## config.mk

```make
export PLATFORM = sky130hd
export DESIGN_NAME = ara_cell
export DESIGN_NICKNAME = d
export VERILOG_FILES = /design/src/rtl/ara_pkg.sv /design/src/rtl/ara_cell.sv
export SDC_FILE = /design/constraint.sdc
export NUM_CORES = 1
export LEC_CHECK = 0
export ABC_AREA = 1
export BUFFER_PORTS_ARGS = -buffer_cell sky130_fd_sc_hd__buf_2
export CORE_MARGIN = 10
export CORE_UTILIZATION = 50
export CTS_CLUSTER_DIAMETER = 80
export CTS_CLUSTER_SIZE = 14
export DETAILED_ROUTE_END_ITERATION = 7
export PLACE_DENSITY_LB_ADDON = 0.2
export RECOVER_POWER = 100
export SLEW_MARGIN = 20
export SYNTH_ARGS = -nofsm -noshare
export SYNTH_HDL_FRONTEND = slang
export SYNTH_SLANG_ARGS = --single-unit
```

## constraint.sdc

```tcl
create_clock -name clk -period 8.2 [get_ports clk]
set_clock_uncertainty 0.1 [all_clocks]
set_input_delay 1.64 -clock clk [delete_from_list [all_inputs] [get_ports clk]]
set_output_delay 1.64 -clock clk [all_outputs]
set_load 0.03 [all_outputs]
```

## src/rtl/ara_pkg.sv

```systemverilog
// Shared types, codes and helpers for the atlas rectangle allocator.
// Used by ara_cell, atlas_rect_allocator_top and ara_checker; no dependencies.
package ara_pkg;

	localparam int DimW = 13;
	localparam int AreaW = 2 * DimW;
	localparam int GrowStepsCap = 64;
	localparam int StepW = 7;

	localparam logic [DimW-1:0] DimMax = {DimW{1'b1}};

	// Status codes of a result word.
	localparam logic [1:0] STATUS_OK = 2'd0;
	localparam logic [1:0] STATUS_NO_ROOM = 2'd1;
	localparam logic [1:0] STATUS_LIST_FULL = 2'd2;

	// Action codes of an input word.
	localparam logic ACT_ALLOC = 1'b0;
	localparam logic ACT_RESTART = 1'b1;

	// Configuration register indexes.
	localparam logic [1:0] CFG_START_W = 2'd0;
	localparam logic [1:0] CFG_START_H = 2'd1;
	localparam logic [1:0] CFG_MAX_W = 2'd2;
	localparam logic [1:0] CFG_MAX_H = 2'd3;

	typedef struct packed {
		logic [DimW-1:0] left;
		logic [DimW-1:0] top;
		logic [DimW-1:0] right;
		logic [DimW-1:0] bottom;
	} rect_t;

	// Best candidate so far, handed along the row of cells.
	typedef struct packed {
		logic found;
		logic [AreaW-1:0] area;
		rect_t rect;
	} cand_t;

	// A zero dimension grows to one, any other doubles and saturates.
	function automatic logic [DimW-1:0] grow_dim(input logic [DimW-1:0] v);
		logic [DimW:0] n;
		n = {v, 1'b0};
		if (v == '0) begin
			grow_dim = {{(DimW-1){1'b0}}, 1'b1};
		end else if (n > {1'b0, DimMax}) begin
			grow_dim = DimMax;
		end else begin
			grow_dim = n[DimW-1:0];
		end
	endfunction

endpackage

```

## src/rtl/ara_cell.sv

```systemverilog
// One cell of the free list: holds a free rectangle and refines the best-fit
// candidate that passes through it. Depends on ara_pkg.
module ara_cell #(
	parameter int IDX = 0,
	parameter int IW = 6,
	parameter int CW = 7
) (
	input  logic                 clk,
	input  logic                 arst_n,
	input  logic [CW-1:0]        count,
	input  logic [ara_pkg::DimW-1:0] req_w,
	input  logic [ara_pkg::DimW-1:0] req_h,
	input  logic                 wr_en,
	input  logic [IW-1:0]        wr_idx,
	input  ara_pkg::rect_t       wr_rect,
	input  ara_pkg::cand_t       cand_in,
	input  logic [IW-1:0]        idx_in,
	output ara_pkg::cand_t       cand_out,
	output logic [IW-1:0]        idx_out,
	output ara_pkg::rect_t       rect
);
	import ara_pkg::*;

	localparam logic [IW-1:0] MyIdx = IW'(IDX);
	localparam logic [CW-1:0] MyPos = CW'(IDX);

	rect_t rect_q;
	logic found_q;
	logic [AreaW-1:0] area_q;
	rect_t cand_rect_q;
	logic [IW-1:0] idx_q;
	logic [DimW-1:0] fw, fh;
	logic [AreaW-1:0] area;
	logic take;

	// Stored free rectangle; no reset, only entries below the count are read.
	always_ff @(posedge clk) begin
		if (wr_en && wr_idx == MyIdx) begin
			rect_q <= wr_rect;
		end
	end

	// Fit test and area of this entry against the request.
	always_comb begin
		fw = (rect_q.right >= rect_q.left) ? rect_q.right - rect_q.left : '0;
		fh = (rect_q.bottom >= rect_q.top) ? rect_q.bottom - rect_q.top : '0;
		area = fw * fh;
		take = (MyPos < count) && fw >= req_w && fh >= req_h &&
			(!cand_in.found || area < cand_in.area);
	end

	// Candidate register towards the next cell.
	always_ff @(posedge clk or negedge arst_n) begin
		if (!arst_n) begin
			found_q <= 1'b0;
		end else begin
			found_q <= cand_in.found || take;
		end
	end

	always_ff @(posedge clk) begin
		if (take) begin
			area_q <= area;
			cand_rect_q <= rect_q;
			idx_q <= MyIdx;
		end else begin
			area_q <= cand_in.area;
			cand_rect_q <= cand_in.rect;
			idx_q <= idx_in;
		end
	end

	assign cand_out = '{found: found_q, area: area_q, rect: cand_rect_q};
	assign idx_out = idx_q;
	assign rect = rect_q;

endmodule

```

### Word level (Yosys, flattened, before mapping)

Cells that the tools add are included.
W data, S select, Z words.

* add/sub/neg operators: 2
* multipliers: 1
* div/mod/pow operators: 0
* magnitude comparators: 6
* equal/unequal tests: 0
* shift-type cells: 0
* mux-type cells: 4
* bitwise operators: 0
* reductions and logical operators: 8

Operators by type and width (count)
* $ge A13 B13 Y1: 4
* $mux W52: 1
* $lt A26 B26 Y1: 1
* $mul A13 B13 Y26: 1
* $mux W13: 2
* $mux W26: 1
* $sub A13 B13 Y13: 2
* $lt A1 B7 Y1 const A: 1
* $logic_not A6 Y1: 1
* $logic_and A1 B1 Y1: 4
* $logic_or A1 B1 Y1: 2
* $logic_not A1 Y1: 1

* register bits after elaboration: 137
* latch bits: 0
* bits in writable memories: 0
* bits in read-only memories: 0
* bits of input ports: 179
* output and inout bits: 137
* memories: 0

### Logic depth before layout (Yosys ltp)

Gate-level depths: netlist of run 1.

* depth in word-level cells: 7
* mapped depth: 50
* depth with buffers taken out: 48

### Worst setup path after synthesis of run 1

No wires, ideal clock.

* path kind: reg2reg
* from: register rect_q (netlist bit rect[0])
* to: register cand_rect_q (netlist bit cand_out[39])
* arrival: 7.891 ns
* data required time: 7.986 ns
* slack: 0.095 ns
* cell stages (with the launch flop): 41
* period minus slack after synthesis: 8.105 ns
* cell sequence: edfxtp_1 inv_1 ha_1 fa_1 o21ai_0 nand3_1 nand2_1 a21oi_1 o21ai_0 nor2_1 nor2_1 inv_1 nor2_1 fa_1 fa_1 fa_1 fa_1 inv_1 (+5 left out) nand2_1 nand3_1 a31oi_1 o21ai_0 nand2_1 nand2_1 xor2_1 ha_1 a21oi_1 o21ai_0 a211oi_1 nand2_1 nand2_2 nand2_4 buf_6 buf_6 nand2_1 nand2_1

* longest elaborated chain between the ends: 7

Ends and longest elaborated chain
* start, declared: RTL line ara_cell.sv:27 `rect_t rect_q;`
* start signal, assigned: RTL line ara_cell.sv:39 `rect_q <= wr_rect;`
* $sub A13 B13 Y13 / $ge A13 B13 Y1 (equally long branches): RTL line ara_cell.sv:46 `fh = (rect_q.bottom >= rect_q.top) ? rect_q.bottom - rect_q.top : '0;`
* $mux W13 (*): RTL line ara_cell.sv:46
* $mul A13 B13 Y26: RTL line ara_cell.sv:47 `area = fw * fh;`
* $lt A26 B26 Y1: RTL line ara_cell.sv:49 `(!cand_in.found || area < cand_in.area);`
* $logic_or A1 B1 Y1: RTL line ara_cell.sv:49
* $logic_and A1 B1 Y1 (*): RTL line ara_cell.sv:48 `take = (MyPos < count) && fw >= req_w && fh >= req_h &&`
* $mux W52 (*): RTL line ara_cell.sv:62 `if (take) begin`
* end signal, assigned: RTL line ara_cell.sv:64 `cand_rect_q <= rect_q;`
* end signal, assigned: RTL line ara_cell.sv:68 `cand_rect_q <= cand_in.rect;`
* end, declared: RTL line ara_cell.sv:30 `rect_t cand_rect_q;`

Every way passes the cells marked *; elsewhere a longest branch is shown, timed or not.
A chain may end at the register's enable or synchronous reset.

### Final worst setup path of run 1

* from: register rect_q (netlist bit rect[43])
* to: register cand_rect_q (netlist bit cand_out[25])

* longest elaborated chain between the ends: 7

Ends and longest elaborated chain
* $sub A13 B13 Y13 / $ge A13 B13 Y1 (equally long branches): RTL line ara_cell.sv:45 `fw = (rect_q.right >= rect_q.left) ? rect_q.right - rect_q.left : '0;`
* $mux W13 (*): RTL line ara_cell.sv:45
* $mul A13 B13 Y26 / $ge A13 B13 Y1 (equally long branches): RTL line ara_cell.sv:47, ara_cell.sv:48
* $lt A26 B26 Y1 / $logic_and A1 B1 Y1 (equally long branches): RTL line ara_cell.sv:49, ara_cell.sv:48
* $logic_or A1 B1 Y1 / $logic_and A1 B1 Y1 (equally long branches): RTL line ara_cell.sv:49, ara_cell.sv:48
* $logic_and A1 B1 Y1 (*): RTL line ara_cell.sv:48
* $mux W52 (*): RTL line ara_cell.sv:62

Marked as above.

==> impl_metrics.env, run 1 <==
export IMPL_syn_nets=1998
export IMPL_dr_wl_met3_mm=3.814
export IMPL_final_cells=2374
export IMPL_drive_above_1_share_pct=30.29
export IMPL_startpoint_type="register"
export IMPL_rsz0062_at_grt="yes"
export IMPL_setup_ws_ns=0.005528
export IMPL_layout_commonest_cell="nand2_1"
export IMPL_die_y_um=178.3
export IMPL_pre_cts_slack_ns=-0.4149
export IMPL_gr_usage_all_layers_pct=25.55
export IMPL_worst_skew_pair_late_latency_ns=0.44
export IMPL_synth_edf_count=52
export IMPL_wl_mm=45.26
export IMPL_p_per_area_nw_per_um2=113.4
export IMPL_synthDominantAreaCellType="fa_1"
export IMPL_die_w_um=178.3
export IMPL_ys_types=43
export IMPL_ir_drop_uv=112.0
export IMPL_r2r_start="rect[43]"
export IMPL_grt_antenna_before_repair=2
export IMPL_p_int_mw=1.342
export IMPL_io_buffers=315
export IMPL_min_path_type="register to register"
export IMPL_globalRouteOverflowTotal=0
export IMPL_dieArea_um2=31800
export IMPL_gp_congestion=0.9700
export IMPL_design_final_nets=2487
export IMPL_p_seq_share_pct=37.7
export IMPL_ys_ff_latch=137
export IMPL_row_count=57
export IMPL_hpwlAfterDp_mm=32.70
export IMPL_cts_root_buf="clkbuf_16"
export IMPL_fin_crit_sh_pct=99.93
export IMPL_min_period_ns=8.194
export IMPL_switchingPower_mw=0.6318
export IMPL_status="completed"
export IMPL_hold_end="cand_out[51]"
export IMPL_dr_pass1_iters=5
export IMPL_synth_area_leaders="fa_1 20%, ha_1 15%, dfxtp_1 13%, edfxtp_1 12%, nand2_1 11%"
export IMPL_wirelength_met1_mm=16.61
export IMPL_yosysWarnings=0
export IMPL_p_leak_nw=9.152
export IMPL_critPathArrivalTime_ns=8.41
export IMPL_ios=316
export IMPL_clock_sinks=137
export IMPL_avgSynthCellArea_um2=8.096
export IMPL_yosysSeqAreaShare_pct=26.08
export IMPL_core_area_um2=24460
export IMPL_layout_common_cells="347 x nand2_1, 270 x inv_1, 215 x buf_2"
export IMPL_synthCells=1548
export IMPL_clk_pin_slew_worst_paths_ns=0.08
export IMPL_slowest_delay_ns=0.56
export IMPL_end_kind="register"
export IMPL_worstPathMaxFanout=8
export IMPL_syn2layout_area_growth_pct=38.89
export IMPL_cp_required_ns=8.42
export IMPL_numCtsBuffers=17
export IMPL_ctsHoldBuffers=0
export IMPL_avgRoutedWirePerCell_um=19.07
export IMPL_async_flop_share_pct=0.7299
export IMPL_hp_start="rect[51]"
export IMPL_nFillCells=1958
export IMPL_power_frac_comb_pct=21.3
export IMPL_grt_max_degree=87
export IMPL_rr_worst_depth=44
export IMPL_tightest_slew_ns=0.6765
export IMPL_syn_area_um2=12530
export IMPL_final_antenna_net_count=0
export IMPL_synth_flop_cell="dfxtp_1"
export IMPL_cp_common_cell="inv_1"
export IMPL_clockBufferDepth=2
export IMPL_max_slew_margin_pct=54.90
export IMPL_dr_total_vias=12370
export IMPL_htree_levels=4
export IMPL_wl_met2_mm=23.72
export IMPL_timing_fmax_mhz=122.0
export IMPL_hold_violations=0
export IMPL_r2r_slack_ns=0.006
export IMPL_hold_depth=2
export IMPL_routed_top_layer="met5"
export IMPL_synth_top_area_share_pct=19.65
export IMPL_finalSetupViolCount=0
export IMPL_cts_tree="built"
export IMPL_antenna_cells=0
export IMPL_sw_frac_of_total_pct=32.00
export IMPL_slowest_stage="fa_1"
export IMPL_drc=0
export IMPL_critPathKind="register to register"
export IMPL_viasPerCell=5.209
export IMPL_drtIter0Drc=933
export IMPL_start_util_pct=51.23
export IMPL_dp_cells=2279
export IMPL_maxSlewViolCount=0
export IMPL_r2r_end="cand_out[25]"
export IMPL_max_cap_violations=0
export IMPL_clkPwrFrac_pct=40.9
export IMPL_grt_pass1_vias=12500
export IMPL_grt_pass1_wl_mm=63.69
-- stage by stage --
stage	instance area [um^2]	hold WS [ns]	util [%]	TNS [ns]	power, mW
after CTS	16250	0.4340	66.42	0	1.941
after global routing	17410	0.4533	71.15	-27.68	2.050
after detailed placement	15340	0.4235	62.69	-29.78	1.131
after floorplan	12530	0.6118	-	0	0.9777
final	17410	0.4349	71.15	0	1.974
after global placement	15340	0.4094	62.69	-27.80	1.122
-- critical path: cells and delay by family, from the launching register on --
family | cells | cell delay, ns
AO/OA/AOI/OAI | 6 | 0.94
AND/OR/NAND/NOR | 18 | 1.93
adder cells (fa/ha/maj) | 8 | 3.33
flip-flops | 1 | 0.43
buffers and inverters | 12 | 1.31
-- flip-flops by register name, summed over array words and instances (netlist names) --
register and flops:
rect 52, idx_out 6, area_q 26, cand_out 52, found_q 1
-- final cells by class --
| type | count | area, um^2 | share of cell area (%) |
|---|---|---|---|
| multi-input cells | 1078 | 8792 | 50.51 |
| clock buffers | 18 | 439.2 | 2.523 |
| flip-flops and latches | 137 | 3268 | 18.78 |
| repair buffers | 505 | 3214 | 18.47 |
| inverters | 298 | 1136 | 6.527 |
| clock inverters | 14 | 150.1 | 0.8626 |
| well taps | 324 | 405.4 | 2.329 |
-- synth_stat cells, types with 2 or more instances --
cell type,n
dfxtp_1,84
clkbuf_1,16
a21oi_1,73
or2_2,8
a21boi_0,8
xor2_1,15
edfxtp_1,52
nand2_1,374
a211oi_1,2
nor4_1,5
clkinv_1,4
inv_1,293
xnor2_1,12
o21ai_0,25
buf_6,4
nor3_1,5
nand3_1,105
nor2_1,140
nor2_8,2
a31oi_1,5
fa_1,123
o2111ai_1,2
ha_1,148
nand4_1,8
buf_2,13
nor2_2,2
o21bai_1,4
-- power groups by stage --
stage	combinational [mW]	clock [mW]	sequential, mW
detailed placement	0.372	0	0.759
global route	0.462	0.841	0.747
finish	0.421	0.808	0.745
CTS	0.388	0.810	0.744
floorplan	0.157	0	0.821
global placement	0.364	0	0.758
-- timing repair --
action / in CTS / in global routing
pin swaps: 8 / 75
gates resized for setup: 50 / 183
endpoints found under the setup margin: 84 / 84
buffers inserted: 8 / 40
cloned: 2 / 13
-- metal layers --
layer  vias up  track usage [%]
met4         4            8.130
met5         -                0
li1       5807                -
met1      5921            29.48
met2       550            45.02
met3        84            7.040
-- worst max path at each step --
| stage | depth (start not counted) | start | to | slack (ns) |
|---|---|---|---|---|
| floorplan | 40 | rect[0] | cand_out[39] | 0.09 |
| global placement | 39 | rect[11] | idx_out[0] | -0.35 |
| detailed placement | 40 | rect[37] | idx_out[2] | -0.41 |
| CTS | 43 | rect[13] | cand_out[6] | 0.002 |
| global route | 46 | rect[43] | cand_out[5] | -0.35 |
| finish | 44 | rect[43] | cand_out[25] | 0.006 |
-- logic make-up after synthesis --
kind of cell | after synthesis | synth area share [%]
adder cells (fa/ha/maj) | 271 | 34.42
buffers and inverters | 333 | 10.37
AND/OR/NAND/NOR | 656 | 21.77
flip-flops | 137 | 26.08
AO/OA/AOI/OAI | 124 | 5.471
XOR/XNOR | 27 | 1.887
(Power assumes the default switching activity.)
==> run 2: changes to the inputs <==
--- a/config.mk
+++ b/config.mk
@@ -5,7 +5,7 @@
 export SDC_FILE = /design/constraint.sdc
 export NUM_CORES = 1
 export LEC_CHECK = 0
-export ABC_AREA = 1
+export ABC_AREA = 0
 export BUFFER_PORTS_ARGS = -buffer_cell sky130_fd_sc_hd__buf_2
 export CORE_MARGIN = 10
 export CORE_UTILIZATION = 50
==> run 2 against run 1 <==
  * The flow now finishes with violations (setup timing)
  * Via count shrank 6.4%
  * Maximum frequency fell by 9.7%
  * Design area increased by 6.5%
  * Worst hold slack improved by 0.078 ns
  * Largest power group unchanged
  * Highest routed layer is now met4
==> impl_metrics.env, run 2 <==
export IMPL_start_util_pct=50.88
export IMPL_yosysWarnings=0
export IMPL_synthTopCellsByCount="249 x inv_1, 148 x ha_1, 123 x fa_1, 111 x nor2_1, 107 x nand2_1"
export IMPL_row_count=57
export IMPL_drc=0
export IMPL_syn2layout_area_growth_pct=49.38
export IMPL_cp_required_ns=8.42
export IMPL_status="finished, violations left"
export IMPL_ios=316
export IMPL_numCtsBuffers=17
export IMPL_fin_tns_setup_ns=-67.05
export IMPL_max_cap_violations=0
export IMPL_layout_commonest_cell="buf_4"
export IMPL_synth_edf_count=52
export IMPL_viasPerCell=5.092
export IMPL_slowest_stage="fa_1"
export IMPL_drive_above_1_share_pct=42.07
export IMPL_core_area_um2=24390
export IMPL_die_y_um=177.5
export IMPL_io_buffers=315
export IMPL_min_period_ns=9.071
export IMPL_timing_fmax_mhz=110.2
export IMPL_synthSimpleGateAreaFrac_pct=10.74
export IMPL_clockBufferDepth=2
export IMPL_synth_area_leaders="fa_1 20%, ha_1 15%, dfxtp_1 14%, edfxtp_1 13%, inv_1 7.5%"
export IMPL_globalRouteOverflowTotal=0
export IMPL_hpwlAfterDp_mm=32.06
export IMPL_pre_cts_slack_ns=-0.8068
export IMPL_startpoint_type="register"
export IMPL_gr_usage_all_layers_pct=26.46
export IMPL_avgRoutedWirePerCell_um=18.80
export IMPL_ys_types=60
export IMPL_synth_compound_area_share_pct=7.723
export IMPL_cts_tree="built"
export IMPL_busiest_layer="met2"
export IMPL_met1_usage_pct=28.53
export IMPL_worstPathMaxFanout=7
export IMPL_setup_ws_ns=-0.8712
export IMPL_synthMuxAreaShare_pct=8.670
export IMPL_min_path_type="register to register"
export IMPL_max_slew_margin_pct=56.21
export IMPL_r2r_slack_ns=-0.87
export IMPL_async_flop_share_pct=0.7299
export IMPL_grt_max_degree=53
export IMPL_drtIter0Drc=706
export IMPL_critPathKind="register to register"
export IMPL_dieArea_um2=31520
export IMPL_p_leak_nw=9.747
export IMPL_clk_pin_slew_worst_paths_ns=0.07
export IMPL_synthAdderAreaFrac_pct=34.76
export IMPL_worst_skew_pair_late_latency_ns=0.43
export IMPL_synthDominantAreaCellType="fa_1"
export IMPL_critPathArrivalTime_ns=9.29
export IMPL_rsz0062_at_grt="yes"
export IMPL_ir_drop_uv=130.0
export IMPL_grt_pass1_vias=12790
export IMPL_dr_pass1_iters=5
export IMPL_yosysSeqAreaShare_pct=26.33
export IMPL_p_per_area_nw_per_um2=104.3
export IMPL_syn_area_um2=12410
export IMPL_synthXorXnorAreaFrac_pct=2.823
export IMPL_finalSetupViolCount=84
export IMPL_gr_usage_met3_pct=5.971
export IMPL_gp_congestion=0.9484
export IMPL_end_kind="register"
export IMPL_clock_sinks=137
export IMPL_hold_violations=0
export IMPL_grt_use_met2_pct=49.03
export IMPL_synth_top_family_by_area="adder cells"
export IMPL_slowest_delay_ns=0.59
export IMPL_synth_flop_cell="dfxtp_1"
export IMPL_syn_nets=1706
export IMPL_layout_common_cells="338 x buf_4, 223 x inv_1, 185 x buf_2"
export IMPL_cts_root_buf="clkbuf_16"
export IMPL_cp_common_cell="buf_4"
export IMPL_final_antenna_net_count=0
export IMPL_synth_top_area_share_pct=19.84
export IMPL_grt_antenna_before_repair=1
export IMPL_fin_crit_sh_pct=110.6
export IMPL_yosysMostFrequentCell="inv_1"
export IMPL_violations="setup timing"
export IMPL_grt_pass1_wl_mm=65.07
export IMPL_maxSlewViolCount=0
export IMPL_htree_levels=4
export IMPL_synthCells=1256
export IMPL_wl_mm=42.75
export IMPL_design_final_nets=2386
export IMPL_ys_ff_latch=137
export IMPL_tightest_slew_ns=0.6568
export IMPL_die_w_um=177.5
export IMPL_avgSynthCellArea_um2=9.881
export IMPL_dr_total_vias=11580
run 2: changes by cell type in the layout (fill, tap and decap cells not counted), moves of 24 or more:
cell | previous run | this run
nand2_1 | 347 | 83
buf_4 | 159 | 338
nand3_1 | 95 | 10
mux2_4 | 0 | 70
inv_1 | 270 | 223
buf_2 | 215 | 185
clkbuf_1 | 100 | 130
a21oi_1 | 56 | 31
a21o_1 | 1 | 25
run 2: report_power, final:
group / internal [mW] / leakage [nW] / switching [mW] / total [mW]
clock network: 0.444 / 0.290 / 0.362 / 0.807
logic: 0.179 / 8.27 / 0.207 / 0.386
registers: 0.732 / 1.19 / 0.00815 / 0.741
total: 1.36 / 9.75 / 0.577 / 1.93
run 2: layer usage:
| metal | vias to the layer above | wire [um] |
|---|---|---|
| met5 | - | 0 |
| met3 | 102 | 3173 |
| li1 | 5446 | - |
| met1 | 5556 | 15320 |
| met4 | 0 | 1634 |
| met2 | 475 | 22620 |
run 2: critical path: cells and delay by family, from the launching register on:
family | cells | cell delay (ns)
flip-flops | 1 | 0.44
multiplexers | 1 | 0.34
adder cells (fa/ha/maj) | 8 | 3.19
AO/OA/AOI/OAI | 11 | 2.00
AND/OR/NAND/NOR | 6 | 0.90
buffers and inverters | 15 | 1.74
XOR/XNOR | 2 | 0.23
run 2: cells by family (layout without fill, tap and decap cells):
group | Yosys count | in the layout
simple gates | 299 | 299
buf+inv | 279 | 972
fa+ha+maj | 271 | 271
compound gates | 151 | 151
flops | 137 | 137
mux | 79 | 79
xor+xnor | 40 | 40
other cells | 0 | 1
run 2: final cells by class:
type	instances	area, um^2
diodes	1	2.502
clock buffers	19	452.9
clock inverters	13	133.9
fillers	1716	5852
inverters	259	1005
multi-input cells	840	8841
flip-flops and latches	137	3268
well taps	324	405.4
repair buffers	681	4431
run 2: final timing paths:
check                      startpoint      endpoint  cells past startpoint
min in group asynchronous      arst_n       found_q                      1
max in group asynchronous      arst_n       found_q                      1
min                          rect[51]  cand_out[51]                      2
max reg2reg                   rect[1]     area_q[8]                     43
min reg2reg                  rect[51]  cand_out[51]                      2
max                           rect[1]     area_q[8]                     43
run 2: metrics by stage:
step	power (mW)	area, um^2	hold WS, ns	utilization, %	cells
final	1.933	18540	0.5128	76.01	2274
after global routing	2.005	18540	0.5242	76.01	2274
after CTS	1.939	18260	0.5080	74.86	2246
after detailed placement	1.116	16780	0.4951	68.79	2154
after global placement	1.107	16780	0.4881	68.79	2154
after floorplan	0.9651	12850	0.6453	-	1256
run 2: what timing repair did:
| item | CTS | global route |
|---|---|---|
| resized for setup | 85 | 56 |
| cloned | 5 | 4 |
| endpoints found under the setup margin | 84 | 84 |
| hold buffers | 0 | 0 |
| pin swaps | 11 | 67 |
| setup buffers | 56 | 26 |
==> run 3: changes to the inputs <==
--- a/config.mk
+++ b/config.mk
@@ -8,7 +8,7 @@
 export ABC_AREA = 0
 export BUFFER_PORTS_ARGS = -buffer_cell sky130_fd_sc_hd__buf_2
 export CORE_MARGIN = 10
-export CORE_UTILIZATION = 50
+export CORE_UTILIZATION = 28
 export CTS_CLUSTER_DIAMETER = 80
 export CTS_CLUSTER_SIZE = 14
 export DETAILED_ROUTE_END_ITERATION = 7
==> run 3 against run 2 <==
  * The flow finishes with violations (capacitance limit, slew limit, setup timing)
  * Routed wire length grew 1.1%
  * Die area up 69%
  * Sequential cell count stayed put
  * Sequential share of layout area about the same
  * Non-clock buffer count fell by 28
  * First-iteration DRC count decreased by 57%
  * Final cell count grew 11%
  * Design area fell by 0.20%
  * Critical endpoint is now cand_out[24]
==> impl_metrics.env, run 3 (synthesized netlist as in run 2, its figures left out) <==
export IMPL_status="finished, violations left"
export IMPL_violations="capacitance limit, slew limit, setup timing"
export IMPL_gp_congestion=0.8759
export IMPL_avgRoutedWirePerCell_um=17.19
export IMPL_globalRouteOverflowTotal=0
export IMPL_grt_antenna_before_repair=4
export IMPL_cts_tree="built"
export IMPL_die_w_um=230.5
export IMPL_rsz0062_at_grt="yes"
export IMPL_gr_usage_met3_pct=4.084
export IMPL_dieArea_um2=53140
export IMPL_wl_mm=43.22
export IMPL_startpoint_type="register"
export IMPL_r2r_end="cand_out[24]"
export IMPL_gr_usage_all_layers_pct=16.22
export IMPL_r2r_slack_ns=-0.68
export IMPL_grt_use_met2_pct=28.70
export IMPL_cp_required_ns=8.47
export IMPL_clock_sinks=137
export IMPL_grt_pass1_wl_mm=66.50
export IMPL_numCtsBuffers=17
export IMPL_timing_fmax_mhz=112.6
export IMPL_slowest_stage="fa_1"
export IMPL_tightest_slew_ns=2.855
export IMPL_place_area_um2=17130
export IMPL_viasPerCell=4.288
export IMPL_grt_pass1_vias=12030
export IMPL_syn2layout_area_growth_pct=49.09
export IMPL_finalInstanceArea_um2=18500
export IMPL_finalSetupViolCount=84
export IMPL_design_final_nets=2358
export IMPL_max_cap_violations=1
export IMPL_final_cells=2514
export IMPL_clockBufferDepth=2
export IMPL_p_per_area_nw_per_um2=104.1
export IMPL_layout_commonest_cell="buf_4"
export IMPL_htree_levels=4
export IMPL_row_count=77
export IMPL_final_core_util_pct=42.02
export IMPL_critPathCapture="cand_out[24]"
export IMPL_drtIter0Drc=301
export IMPL_ios=316
export IMPL_end_kind="register"
export IMPL_p_leak_nw=9.499
export IMPL_r2r_start="rect[6]"
export IMPL_layout_common_cells="305 x buf_4, 225 x inv_1, 175 x buf_2"
export IMPL_start_util_pct=28.19
export IMPL_hold_violations=0
export IMPL_setup_ws_ns=-0.6780
export IMPL_dr_total_vias=10780
export IMPL_final_antenna_net_count=0
export IMPL_ctsHoldBuffers=0
export IMPL_maxSlewViolCount=53
export IMPL_cp_common_cell="a21o_1"
export IMPL_grt_max_degree=53
export IMPL_hpwlAfterDp_mm=36.16
export IMPL_worstPathMaxFanout=8
export IMPL_critPathArrivalTime_ns=9.15
export IMPL_dr_pass1_iters=4
export IMPL_ir_drop_uv=217.0
export IMPL_pre_cts_slack_ns=-0.7993
export IMPL_io_buffers=315
export IMPL_cts_root_buf="clkbuf_16"
export IMPL_rr_worst_depth=40
export IMPL_crit_start="rect[6]"
export IMPL_worst_skew_pair_late_latency_ns=0.49
export IMPL_fin_crit_sh_pct=108.3
export IMPL_drc=0
export IMPL_die_y_um=230.5
export IMPL_drive_above_1_share_pct=39.98
export IMPL_met1_usage_pct=18.14
export IMPL_dp_cells=2426
export IMPL_min_path_type="register to register"
export IMPL_min_period_ns=8.878
export IMPL_slowest_delay_ns=0.54
export IMPL_busiest_layer="met2"
export IMPL_core_area_um2=44030
export IMPL_max_slew_margin_pct=-90.31
export IMPL_critPathKind="register to register"
export IMPL_clk_pin_slew_worst_paths_ns=0.10
## run 3: cell count changes in the layout (fill, tap and decap cells not counted), moves of 4 or more
cell / delta
buf_4: -33
and2_1: +5
clkinv_8: +4
and2_4: -6
clkbuf_1: +11
mux2_2: +16
buf_2: -10
mux2_4: -16
## run 3: worst min-delay path by stage
stage	from	to	slack (ns)	cells past startpoint
after floorplan	rect[13]	cand_out[13]	0.65	1
after global placement	rect[44]	cand_out[44]	0.49	2
after detailed placement	rect[50]	cand_out[50]	0.49	2
after CTS	rect[28]	cand_out[28]	0.50	2
after global routing	rect[28]	cand_out[28]	0.52	2
final	rect[34]	cand_out[34]	0.51	2
## run 3: area by class of cell
cell class / count / area (um^2)
timing repair buffer: 653 / 4237
fill: 4456 / 25530
tap: 592 / 740.7
antenna: 1 / 2.502
multi-input combinational: 840 / 8655
clock buffer: 17 / 425.4
sequential: 137 / 3268
inverter: 259 / 1003
clock inverter: 15 / 171.4
## run 3: power breakdown
group / total (mW) / internal (mW) / switching (mW)
Clock: 0.808 / 0.410 / 0.399
Sequential: 0.740 / 0.732 / 0.00735
Combinational: 0.377 / 0.177 / 0.201
Total: 1.93 / 1.32 / 0.607
## run 3: routing by layer
metal | wire length [um] | vias up
met5 | 46 | -
met4 | 1415 | 6
met2 | 21780 | 246
met1 | 17780 | 5083
met3 | 2191 | 66
li1 | - | 5380
## run 3: repair_timing
action | CTS | global route
endpoints found under the setup margin | 84 | 84
resized for setup | 57 | 57
gates cloned | 4 | 4
endpoints found under the hold margin | 0 | 0
buffers inserted | 36 | 15
pin swaps | 17 | 21
## run 3: critical path, delay by kind of cell, from the launching register on
family / cells / cell delay, ns
xor+xnor: 1 / 0.10
simple gates: 5 / 1.11
compound gates: 17 / 2.45
buf+inv: 8 / 1.05
mux: 1 / 0.28
flops: 1 / 0.46
fa+ha+maj: 8 / 3.16
## run 3: stage by stage
step / TNS (ns) / hold slack (ns) / total power, mW
detailed placement: -60.60 / 0.4922 / 1.126
finish: -50.88 / 0.5069 / 1.926
global placement: -53.18 / 0.4891 / 1.122
global route: -81.39 / 0.5240 / 2.016
CTS: -50.30 / 0.5004 / 1.959
floorplan: -16.75 / 0.6453 / 0.9651
